===== src/sv/thread_queue_search_remove_assert.svh =====
// assertion macros shared by the thread queue rtl
// no dependencies; included by the controller and the datapath
`ifndef THREAD_QUEUE_SEARCH_REMOVE_ASSERT_SVH
`define THREAD_QUEUE_SEARCH_REMOVE_ASSERT_SVH

// same-cycle implication, disabled while in reset
`define TQSR_ASSERT_NOW(label, clk, rst_n, ante, cons, msg) \
	label: assert property (@(posedge clk) disable iff (!(rst_n)) (ante) |-> (cons)) \
		else $error(msg);

// next-cycle implication, disabled while in reset
`define TQSR_ASSERT_NEXT(label, clk, rst_n, ante, cons, msg) \
	label: assert property (@(posedge clk) disable iff (!(rst_n)) (ante) |=> (cons)) \
		else $error(msg);

`endif


===== src/sv/tqsr_pkg.sv =====
// types and constants for the thread queue with search and removal
// no dependencies; used by every module of the block
`default_nettype none

package tqsr_pkg;

	localparam int QUEUE_DEPTH = 16;
	localparam int HANDLE_W    = 8;
	localparam int ID_W        = 16;
	localparam int OCC_W       = 5;
	localparam int IDX_W       = $clog2(QUEUE_DEPTH);
	localparam int CNT_W       = $clog2(QUEUE_DEPTH + 1);

	typedef enum logic [1:0] {
		CMD_PUT    = 2'd0,
		CMD_LOOKUP = 2'd1,
		CMD_REMOVE = 2'd2,
		CMD_TAKE   = 2'd3
	} cmd_t;

	typedef enum logic [1:0] {
		ST_OK   = 2'd0,
		ST_MISS = 2'd1,
		ST_FULL = 2'd2
	} status_t;

	typedef struct packed {
		cmd_t                cmd;
		logic [HANDLE_W-1:0] handle;
		logic [ID_W-1:0]     thread_id;
	} req_t;

	typedef struct packed {
		status_t             status;
		logic [HANDLE_W-1:0] handle_out;
		logic [ID_W-1:0]     id_out;
		logic [OCC_W-1:0]    occupancy;
	} rsp_t;

	// steps the controller hands to the datapath
	typedef struct packed {
		logic load;
		logic match;
		logic pick;
		logic commit;
	} ctl_t;

endpackage

`default_nettype wire


===== src/sv/tqsr_dp.sv =====
// datapath: entry store, match vector, oldest-match pick and compaction
// depends on tqsr_pkg and thread_queue_search_remove_assert.svh
`default_nettype none

`include "thread_queue_search_remove_assert.svh"

module tqsr_dp (
	input  wire logic          clk,
	input  wire logic          arst_n,
	input  wire tqsr_pkg::ctl_t ctl,
	input  wire tqsr_pkg::req_t req,
	output tqsr_pkg::rsp_t     rsp
);

	localparam int D = tqsr_pkg::QUEUE_DEPTH;

	logic [tqsr_pkg::HANDLE_W-1:0] hnd_q [D];
	logic [tqsr_pkg::ID_W-1:0]     id_q  [D];
	logic [tqsr_pkg::CNT_W-1:0]    count_q;
	tqsr_pkg::req_t                req_q;
	logic [D-1:0]                  match_q;
	logic [D-1:0]                  first_q;
	logic [D-1:0]                  shift_q;
	logic [tqsr_pkg::HANDLE_W-1:0] sel_hnd_q;
	logic [tqsr_pkg::ID_W-1:0]     sel_id_q;
	tqsr_pkg::rsp_t                rsp_q;

	logic [D-1:0]                  match_d;
	logic [D-1:0]                  first_d;
	logic [D-1:0]                  below_d;
	logic [tqsr_pkg::HANDLE_W-1:0] sel_hnd_d;
	logic [tqsr_pkg::ID_W-1:0]     sel_id_d;
	logic                          full;
	logic                          hit;
	logic                          do_put;
	logic                          do_drop;
	logic [tqsr_pkg::CNT_W-1:0]    count_d;
	tqsr_pkg::rsp_t                rsp_d;

	// per-entry compare against the request, only below the fill count
	always_comb begin
		for (int i = 0; i < D; i++) begin
			match_d[i] = 1'b0;
			if (tqsr_pkg::CNT_W'(i) < count_q) begin
				case (req_q.cmd)
					tqsr_pkg::CMD_LOOKUP: match_d[i] = (id_q[i] == req_q.thread_id);
					tqsr_pkg::CMD_REMOVE: match_d[i] = (hnd_q[i] == req_q.handle);
					tqsr_pkg::CMD_TAKE:   match_d[i] = (i == 0);
					default:              match_d[i] = 1'b0;
				endcase
			end
		end
	end

	// lowest set bit is the oldest match; everything at or above it shifts down
	always_comb begin
		first_d   = match_q & (~match_q + D'(1));
		below_d   = first_d - D'(1);
		sel_hnd_d = '0;
		sel_id_d  = '0;
		for (int i = 0; i < D; i++) begin
			sel_hnd_d = sel_hnd_d | (first_d[i] ? hnd_q[i] : '0);
			sel_id_d  = sel_id_d  | (first_d[i] ? id_q[i]  : '0);
		end
	end

	assign full    = (count_q == tqsr_pkg::CNT_W'(D));
	assign hit     = |first_q;
	assign do_put  = ctl.commit && (req_q.cmd == tqsr_pkg::CMD_PUT) && !full;
	assign do_drop = ctl.commit && hit &&
		((req_q.cmd == tqsr_pkg::CMD_REMOVE) || (req_q.cmd == tqsr_pkg::CMD_TAKE));

	always_comb begin
		count_d = count_q;
		rsp_d   = '{status: tqsr_pkg::ST_MISS, handle_out: '0, id_out: '0, occupancy: '0};
		case (req_q.cmd)
			tqsr_pkg::CMD_PUT: begin
				if (full) begin
					rsp_d.status = tqsr_pkg::ST_FULL;
				end else begin
					count_d          = count_q + tqsr_pkg::CNT_W'(1);
					rsp_d.status     = tqsr_pkg::ST_OK;
					rsp_d.handle_out = req_q.handle;
					rsp_d.id_out     = req_q.thread_id;
				end
			end
			tqsr_pkg::CMD_LOOKUP: begin
				if (hit) begin
					rsp_d.status     = tqsr_pkg::ST_OK;
					rsp_d.handle_out = sel_hnd_q;
					rsp_d.id_out     = sel_id_q;
				end
			end
			default: begin
				if (hit) begin
					count_d          = count_q - tqsr_pkg::CNT_W'(1);
					rsp_d.status     = tqsr_pkg::ST_OK;
					rsp_d.handle_out = sel_hnd_q;
					rsp_d.id_out     = sel_id_q;
				end
			end
		endcase
		rsp_d.occupancy = tqsr_pkg::OCC_W'(count_d);
	end

	always_ff @(posedge clk or negedge arst_n) begin
		if (!arst_n) begin
			count_q <= '0;
		end else if (ctl.commit) begin
			count_q <= count_d;
		end
	end

	always_ff @(posedge clk) begin
		if (ctl.load) begin
			req_q <= req;
		end
		if (ctl.match) begin
			match_q <= match_d;
		end
		if (ctl.pick) begin
			first_q   <= first_d;
			shift_q   <= ~below_d;
			sel_hnd_q <= sel_hnd_d;
			sel_id_q  <= sel_id_d;
		end
		if (ctl.commit) begin
			rsp_q <= rsp_d;
		end
	end

	// entry store: append at the tail, or close the gap left by a drop
	for (genvar g = 0; g < D; g++) begin : g_entry
		if (g < D - 1) begin : g_mid
			always_ff @(posedge clk) begin
				if (do_put && (count_q[tqsr_pkg::IDX_W-1:0] == tqsr_pkg::IDX_W'(g))) begin
					hnd_q[g] <= req_q.handle;
					id_q[g]  <= req_q.thread_id;
				end else if (do_drop && shift_q[g]) begin
					hnd_q[g] <= hnd_q[g+1];
					id_q[g]  <= id_q[g+1];
				end
			end
		end else begin : g_last
			always_ff @(posedge clk) begin
				if (do_put && (count_q[tqsr_pkg::IDX_W-1:0] == tqsr_pkg::IDX_W'(g))) begin
					hnd_q[g] <= req_q.handle;
					id_q[g]  <= req_q.thread_id;
				end
			end
		end
	end

	assign rsp = rsp_q;

	`TQSR_ASSERT_NOW(a_count_bounded, clk, arst_n, 1'b1, count_q <= tqsr_pkg::CNT_W'(D), "entry count above queue depth")
	`TQSR_ASSERT_NEXT(a_pick_onehot, clk, arst_n, ctl.pick, $onehot0(first_q) && ((first_q & ~match_q) == '0), "picked entry is not a single matching entry")

endmodule

`default_nettype wire


===== src/sv/tqsr_ctrl.sv =====
// controller: sequences load, match, pick and commit for one command
// depends on tqsr_pkg and thread_queue_search_remove_assert.svh
`default_nettype none

`include "thread_queue_search_remove_assert.svh"

module tqsr_ctrl (
	input  wire logic          clk,
	input  wire logic          arst_n,
	input  wire logic          start,
	output logic               busy,
	output logic               done,
	output tqsr_pkg::ctl_t     ctl
);

	typedef enum logic [1:0] {
		S_IDLE,
		S_MATCH,
		S_PICK,
		S_COMMIT
	} state_t;

	state_t state_q;
	logic   busy_q;
	logic   done_q;

	always_ff @(posedge clk or negedge arst_n) begin
		if (!arst_n) begin
			state_q <= S_IDLE;
			busy_q  <= 1'b0;
			done_q  <= 1'b0;
		end else begin
			done_q <= 1'b0;
			case (state_q)
				S_IDLE: begin
					if (start) begin
						state_q <= S_MATCH;
						busy_q  <= 1'b1;
					end
				end
				S_MATCH: begin
					state_q <= S_PICK;
				end
				S_PICK: begin
					state_q <= S_COMMIT;
				end
				S_COMMIT: begin
					state_q <= S_IDLE;
					busy_q  <= 1'b0;
					done_q  <= 1'b1;
				end
				default: begin
					state_q <= S_IDLE;
					busy_q  <= 1'b0;
				end
			endcase
		end
	end

	assign ctl.load   = start && !busy_q;
	assign ctl.match  = (state_q == S_MATCH);
	assign ctl.pick   = (state_q == S_PICK);
	assign ctl.commit = (state_q == S_COMMIT);
	assign busy       = busy_q;
	assign done       = done_q;

	`TQSR_ASSERT_NEXT(a_accept_starts, clk, arst_n, start && !busy_q, busy_q && (state_q == S_MATCH), "accepted beat did not start the sequence")
	`TQSR_ASSERT_NOW(a_done_after_commit, clk, arst_n, done_q, !busy_q && ($past(state_q) == S_COMMIT), "result strobe without a commit")

endmodule

`default_nettype wire


===== src/sv/thread_queue_search_remove.sv =====
// top level of the thread queue with search and removal
// depends on tqsr_pkg, tqsr_ctrl and tqsr_dp
`default_nettype none

// ordered queue of up to 16 thread entries (handle plus thread id), oldest first
//
// request side: a beat is taken at a rising edge with start high and busy low;
//   req carries cmd (put, lookup by id, remove by handle, take head), handle
//   and thread_id
// result side: exactly one result beat per request, shown on rsp for one
//   cycle while done is high; the receiver cannot stall, so nothing waits
// sequence: the accepting edge starts the match, pick and commit steps of
//   the controller; done rises as commit ends and the result beat is taken
//   at the edge that ends the done cycle; busy stays high from the accepting
//   edge and drops with done, so a new request may be taken at the edge that
//   ends the cycle showing the previous result
// requests do not overlap: a new one is not taken while busy is high
// match compares every entry at once, pick finds the oldest match and its
//   data, commit writes the store: append at the tail, or shift the entries
//   above a removed one down by one
// reset: the queue comes up empty and idle; entry contents are not cleared,
//   only entries below the fill count are ever read

module thread_queue_search_remove (
	input  wire logic           clk,
	input  wire logic           arst_n,
	input  wire logic           start,
	output logic                busy,
	input  wire tqsr_pkg::req_t req,
	output logic                done,
	output tqsr_pkg::rsp_t      rsp
);

	// step strobes from the controller to the datapath
	tqsr_pkg::ctl_t ctl;

	tqsr_ctrl u_ctrl (
		.clk    (clk),
		.arst_n (arst_n),
		.start  (start),
		.busy   (busy),
		.done   (done),
		.ctl    (ctl)
	);

	// store, compare vector and registered result live here
	tqsr_dp u_dp (
		.clk    (clk),
		.arst_n (arst_n),
		.ctl    (ctl),
		.req    (req),
		.rsp    (rsp)
	);

endmodule

`default_nettype wire


===== config.mk =====
export PLATFORM = sky130hd
export DESIGN_NAME = thread_queue_search_remove
export DESIGN_NICKNAME = d
export VERILOG_FILES = /design/src/sv/tqsr_pkg.sv /design/src/sv/tqsr_dp.sv /design/src/sv/tqsr_ctrl.sv /design/src/sv/thread_queue_search_remove.sv
export VERILOG_INCLUDE_DIRS = /design/src /design/src/sv
export SDC_FILE = /design/constraint.sdc
export NUM_CORES = 1
export LEC_CHECK = 0
export BUFFER_PORTS_ARGS = -buffer_cell sky130_fd_sc_hd__buf_4
export CORE_AREA = 2 2 221 223
export CTS_CLUSTER_DIAMETER = 40
export DETAILED_ROUTE_END_ITERATION = 8
export DIE_AREA = 0 0 223 225
export PLACE_DENSITY_LB_ADDON = 0.1
export SYNTH_ARGS = -nofsm -noshare
export SYNTH_HDL_FRONTEND = slang
export SYNTH_HIERARCHICAL = 1
export SYNTH_SLANG_ARGS = --single-unit

===== constraint.sdc =====
create_clock -name clk -period 7.88 [get_ports clk]
set_input_delay 0.788 -clock clk [delete_from_list [all_inputs] [get_ports clk]]
set_output_delay 0.788 -clock clk [all_outputs]
set_load 0.005 [all_outputs]

==> impl_metrics.ini <==
[cells_and_area]
multi_input_area_um2 = 13800
drive_above_1_share_pct = 25.5
fill_cells = 3240
finalNetCount = 2466
regArea_um2 = 15600
antenna_cells = 0
area_growth_pct = 10.5

[hold_path]
hp-class = in -> reg

[worst_setup_path]
critPathBufInv = 1
rr_worst_depth = 6
end_kind = register
setup.worst_path.end = u_dp/id_q[1][4]$_DFFE_PP_
critPathMaxStageDelay_ps = 1000
cp_max_fo = 45
crit_chain = ha_2 > o21ai_0 > nor2_2 > buf_4 > and3_1 > mux2_2
critical_path_depth = 6
cp.required_ps = 8230
r2r_slack_ps = 4090
timing.rr.end = u_dp/id_q[1][4]$_DFFE_PP_
startpoint = u_ctrl/state_q[0]$_DFFE_PN0P_
crit_family = simple AND/OR/NAND/NOR gates
r2r-start = u_ctrl/state_q[0]$_DFFE_PN0P_
cp.arrival_ps = 4140
startpoint_type = register
crit_type = reg -> reg
slowest_stage = and3_1

[route]
drt-initial-drc-count = 2592
viasPerCell = 6.51
drcViolationCount = 0
routed_wl_um = 82800
wl_per_cell_um = 26.7
drt-pass1-iter-count = 6
via_count = 20200
antenna_left = 0

[cts]
clk_path_buf_depth = 3
cts_made_buffers = 80
cts_setup_buffers = 0
clk_pin_slew_worst_paths_ps = 60
cts_resized = 0
clock-root-buffer = clkbuf_16
cts_sinks = 520
htreeDepth = 3
cts_tree = done
clk_latency_ps = 620
cts_hold_buf = 1

[status]
outcome = completed

[synthesis]
netlist_instances = 2453
avgSynthCellArea_um2 = 12.6
netlist_area_um2 = 30800
synth_xor_area_share_pct = 11.0
synth_edf_count = 511
ys_seq_area_share_pct = 50.6
ys.flop_type = edfxtp_1
ys_types = 62
synth_seq_cells = 520
synth-simple-area-share_pct = 8.88
synthMuxAreaShare_pct = 16.7
synth-async-reset-ratio_pct = 1.73
synth-compound-area-share_pct = 7.48
yosysWarnings = 6
yosys.area_share.adder_pct = 0.569
syn_nets = 2496
synth_top_family_by_area = multiplexers

[global_route]
grt_max_degree = 56
antenna_found_initial = 3
grt_pass1_wl_um = 124000
grt_overflow_total = 0
first_global_vias = 19800
grt_usage_pct = 33.0

[timing]
rsz0062_at_grt = no
finClkSkew_ps = 21.2
finalMaxSlewViolations = 0
fmax_mhz = 264
fin_crit_ps = 3790
tns_ps = 0
finalHoldViolations = 0
setup_violations = 0
slew_headroom_pct = 10.6
fin_ws_ps = 4090
worst_pin_slew_ps = 1340
period_share_pct = 48.1

[power_and_ir_drop]
switchingPower_uw = 3690
p_clk_share_pct = 32.4
seq_power_share_pct = 38.5
power_uw = 11300
total_leakage_power_uw = 0.0119
ir_drop_mv = 0.236
combPwrFrac_pct = 29.1
internal-power_uw = 7580
powerDensity_nw_per_um2 = 331
switching_share_pct = 32.7

[placement]
finalWeightedCongestion = 0.922
hpwl_um = 55800
portBuffers = 61
place_ws_ps = 4120

[floorplan]
rows = 80
coreArea_um2 = 47500
dieArea_um2 = 50200
fp.dieH_um = 225
start_util_pct = 64.8
die_w_um = 223
ios = 62

[flow_run]
drv_cap = 0
[final cells by class]
cell class / count / share of cell area (%)
flip-flops and latches: 520 / 45.8
multi-input cells: 1654 / 40.5
clock buffers: 94 / 6.35
repair buffers: 124 / 2.80
well taps: 615 / 2.26
clock inverters: 55 / 1.82
inverters: 43 / 0.475
[cell usage in the layout (no fill, tap or decap), drive strengths merged, types with 3 or more instances in the layout]
cell type / count
o21ai: 96
nor2: 31
a211oi: 6
ha: 14
nand4: 83
buf: 123
a21oi: 102
nor4: 47
nor2b: 5
and2: 13
or2: 5
edfxtp: 511
a22o: 66
mux2: 361
or3: 3
dfrtp: 9
a22oi: 57
clkinv: 22
bufinv: 10
nand3: 76
clkinvlp: 11
a31oi: 10
clkbuf: 94
nand2b: 28
xnor2: 236
a21boi: 4
xor2: 152
a32oi: 6
and3: 16
inv: 55
nand2: 168
nor3: 44
[cell usage after synthesis (9+ instances only)]
cell      instances  area, um2
inv_1            42        158
a22oi_1          57        428
mux2_2           80        901
a31oi_1          10       62.6
xor2_1          152       1330
and3_1           15       93.8
mux2_4          281       4220
o21ai_0          96        480
clkbuf_1        142        533
buf_1            24       90.1
nor2_1           30        113
nand2b_1         28        175
nor3_1           42        210
nand2_1         167        627
nand3_1          76        380
ha_1             14        175
nor4_1           46        288
buf_6            39        439
dfrtp_1           9        225
a22o_1           66        578
and2_1           12       75.1
buf_2            24        120
a21oi_1         102        510
nand4_1          83        519
xnor2_1         236       2070
edfxtp_1        511      15300
[worst min-delay path by stage]
| stage | slack, ps | cells after the start | start | to |
|---|---|---|---|---|
| 6_report | 350 | 1 | req[23] | u_dp/req_q[23]$_DFFE_PP_ |
| 5_1_grt | 320 | 1 | req[13] | u_dp/req_q[13]$_DFFE_PP_ |
| 4_1_cts | 320 | 1 | req[23] | u_dp/req_q[23]$_DFFE_PP_ |
| 3_3_place_gp | 520 | 1 | u_dp/sel_id_q[9]$_DFFE_PP_ | u_dp/rsp[14]$_DFFE_PP_ |
| 2_1_floorplan | 420 | 0 | u_dp/match_q[0]$_SDFFCE_PP0P_ | u_dp/first_q[0]$_DFFE_PP_ |
| 3_5_place_dp | 520 | 1 | u_dp/sel_id_q[4]$_DFFE_PP_ | u_dp/rsp[9]$_DFFE_PP_ |
[routing by layer]
layer	GRT usage, %	wire, um	vias to the layer above
met3	6.04	6630	189
met1	44.5	33500	10100
met2	53.8	39700	991
li1	-	-	8958
met4	11.9	2980	6
met5	0	35	-
[stage by stage]
step	std cells	area, um2	util [%]	hold slack (ps)
2_1_floorplan	2453	30800	-	421
3_3_place_gp	2954	31200	65.6	521
3_5_place_dp	2954	31200	65.6	520
4_1_cts	3104	34000	71.5	318
5_1_grt	3105	34000	71.5	322
6_report	3105	34000	71.5	350
[cells by family after synthesis]
| kind of cell | count (synthesis) |
|---|---|
| fa+ha+maj | 14 |
| compound gates | 360 |
| flops | 520 |
| mux | 363 |
| buf+inv | 279 |
| simple gates | 529 |
| xor+xnor | 388 |
[worst reg2reg max path: cells and delay by family (launching register included)]
kind,cells,cell delay [ps]
buffers and inverters,1,300
flip-flops,1,420
AND/OR/NAND/NOR,2,1150
adder cells (fa/ha/maj),1,940
multiplexers,1,440
AO/OA/AOI/OAI,1,290
[flip-flops by register name, indices dropped and copies added (netlist names)]
register,cells
u_ctrl/state_q,2
u_dp/req_q,26
u_dp/first_q,16
u_dp/sel_hnd_q,8
u_dp/id_q,256
u_dp/rsp,31
u_dp/shift_q,14
u_dp/hnd_q,128
u_dp/count_q,5
u_ctrl/busy,1
u_ctrl/done,1
u_dp/match_q,16
u_dp/sel_id_q,16
[power groups by stage]
stage / clock network [uW] / registers [uW] / logic, uW
global route: 3780 / 4400 / 3480
detailed placement: 0 / 4380 / 3210
floorplan: 0 / 4170 / 2480
global placement: 0 / 4360 / 3140
finish: 3640 / 4340 / 3280
CTS: 3680 / 4330 / 3230
No activity file was read; power rests on OpenSTA's default activity.
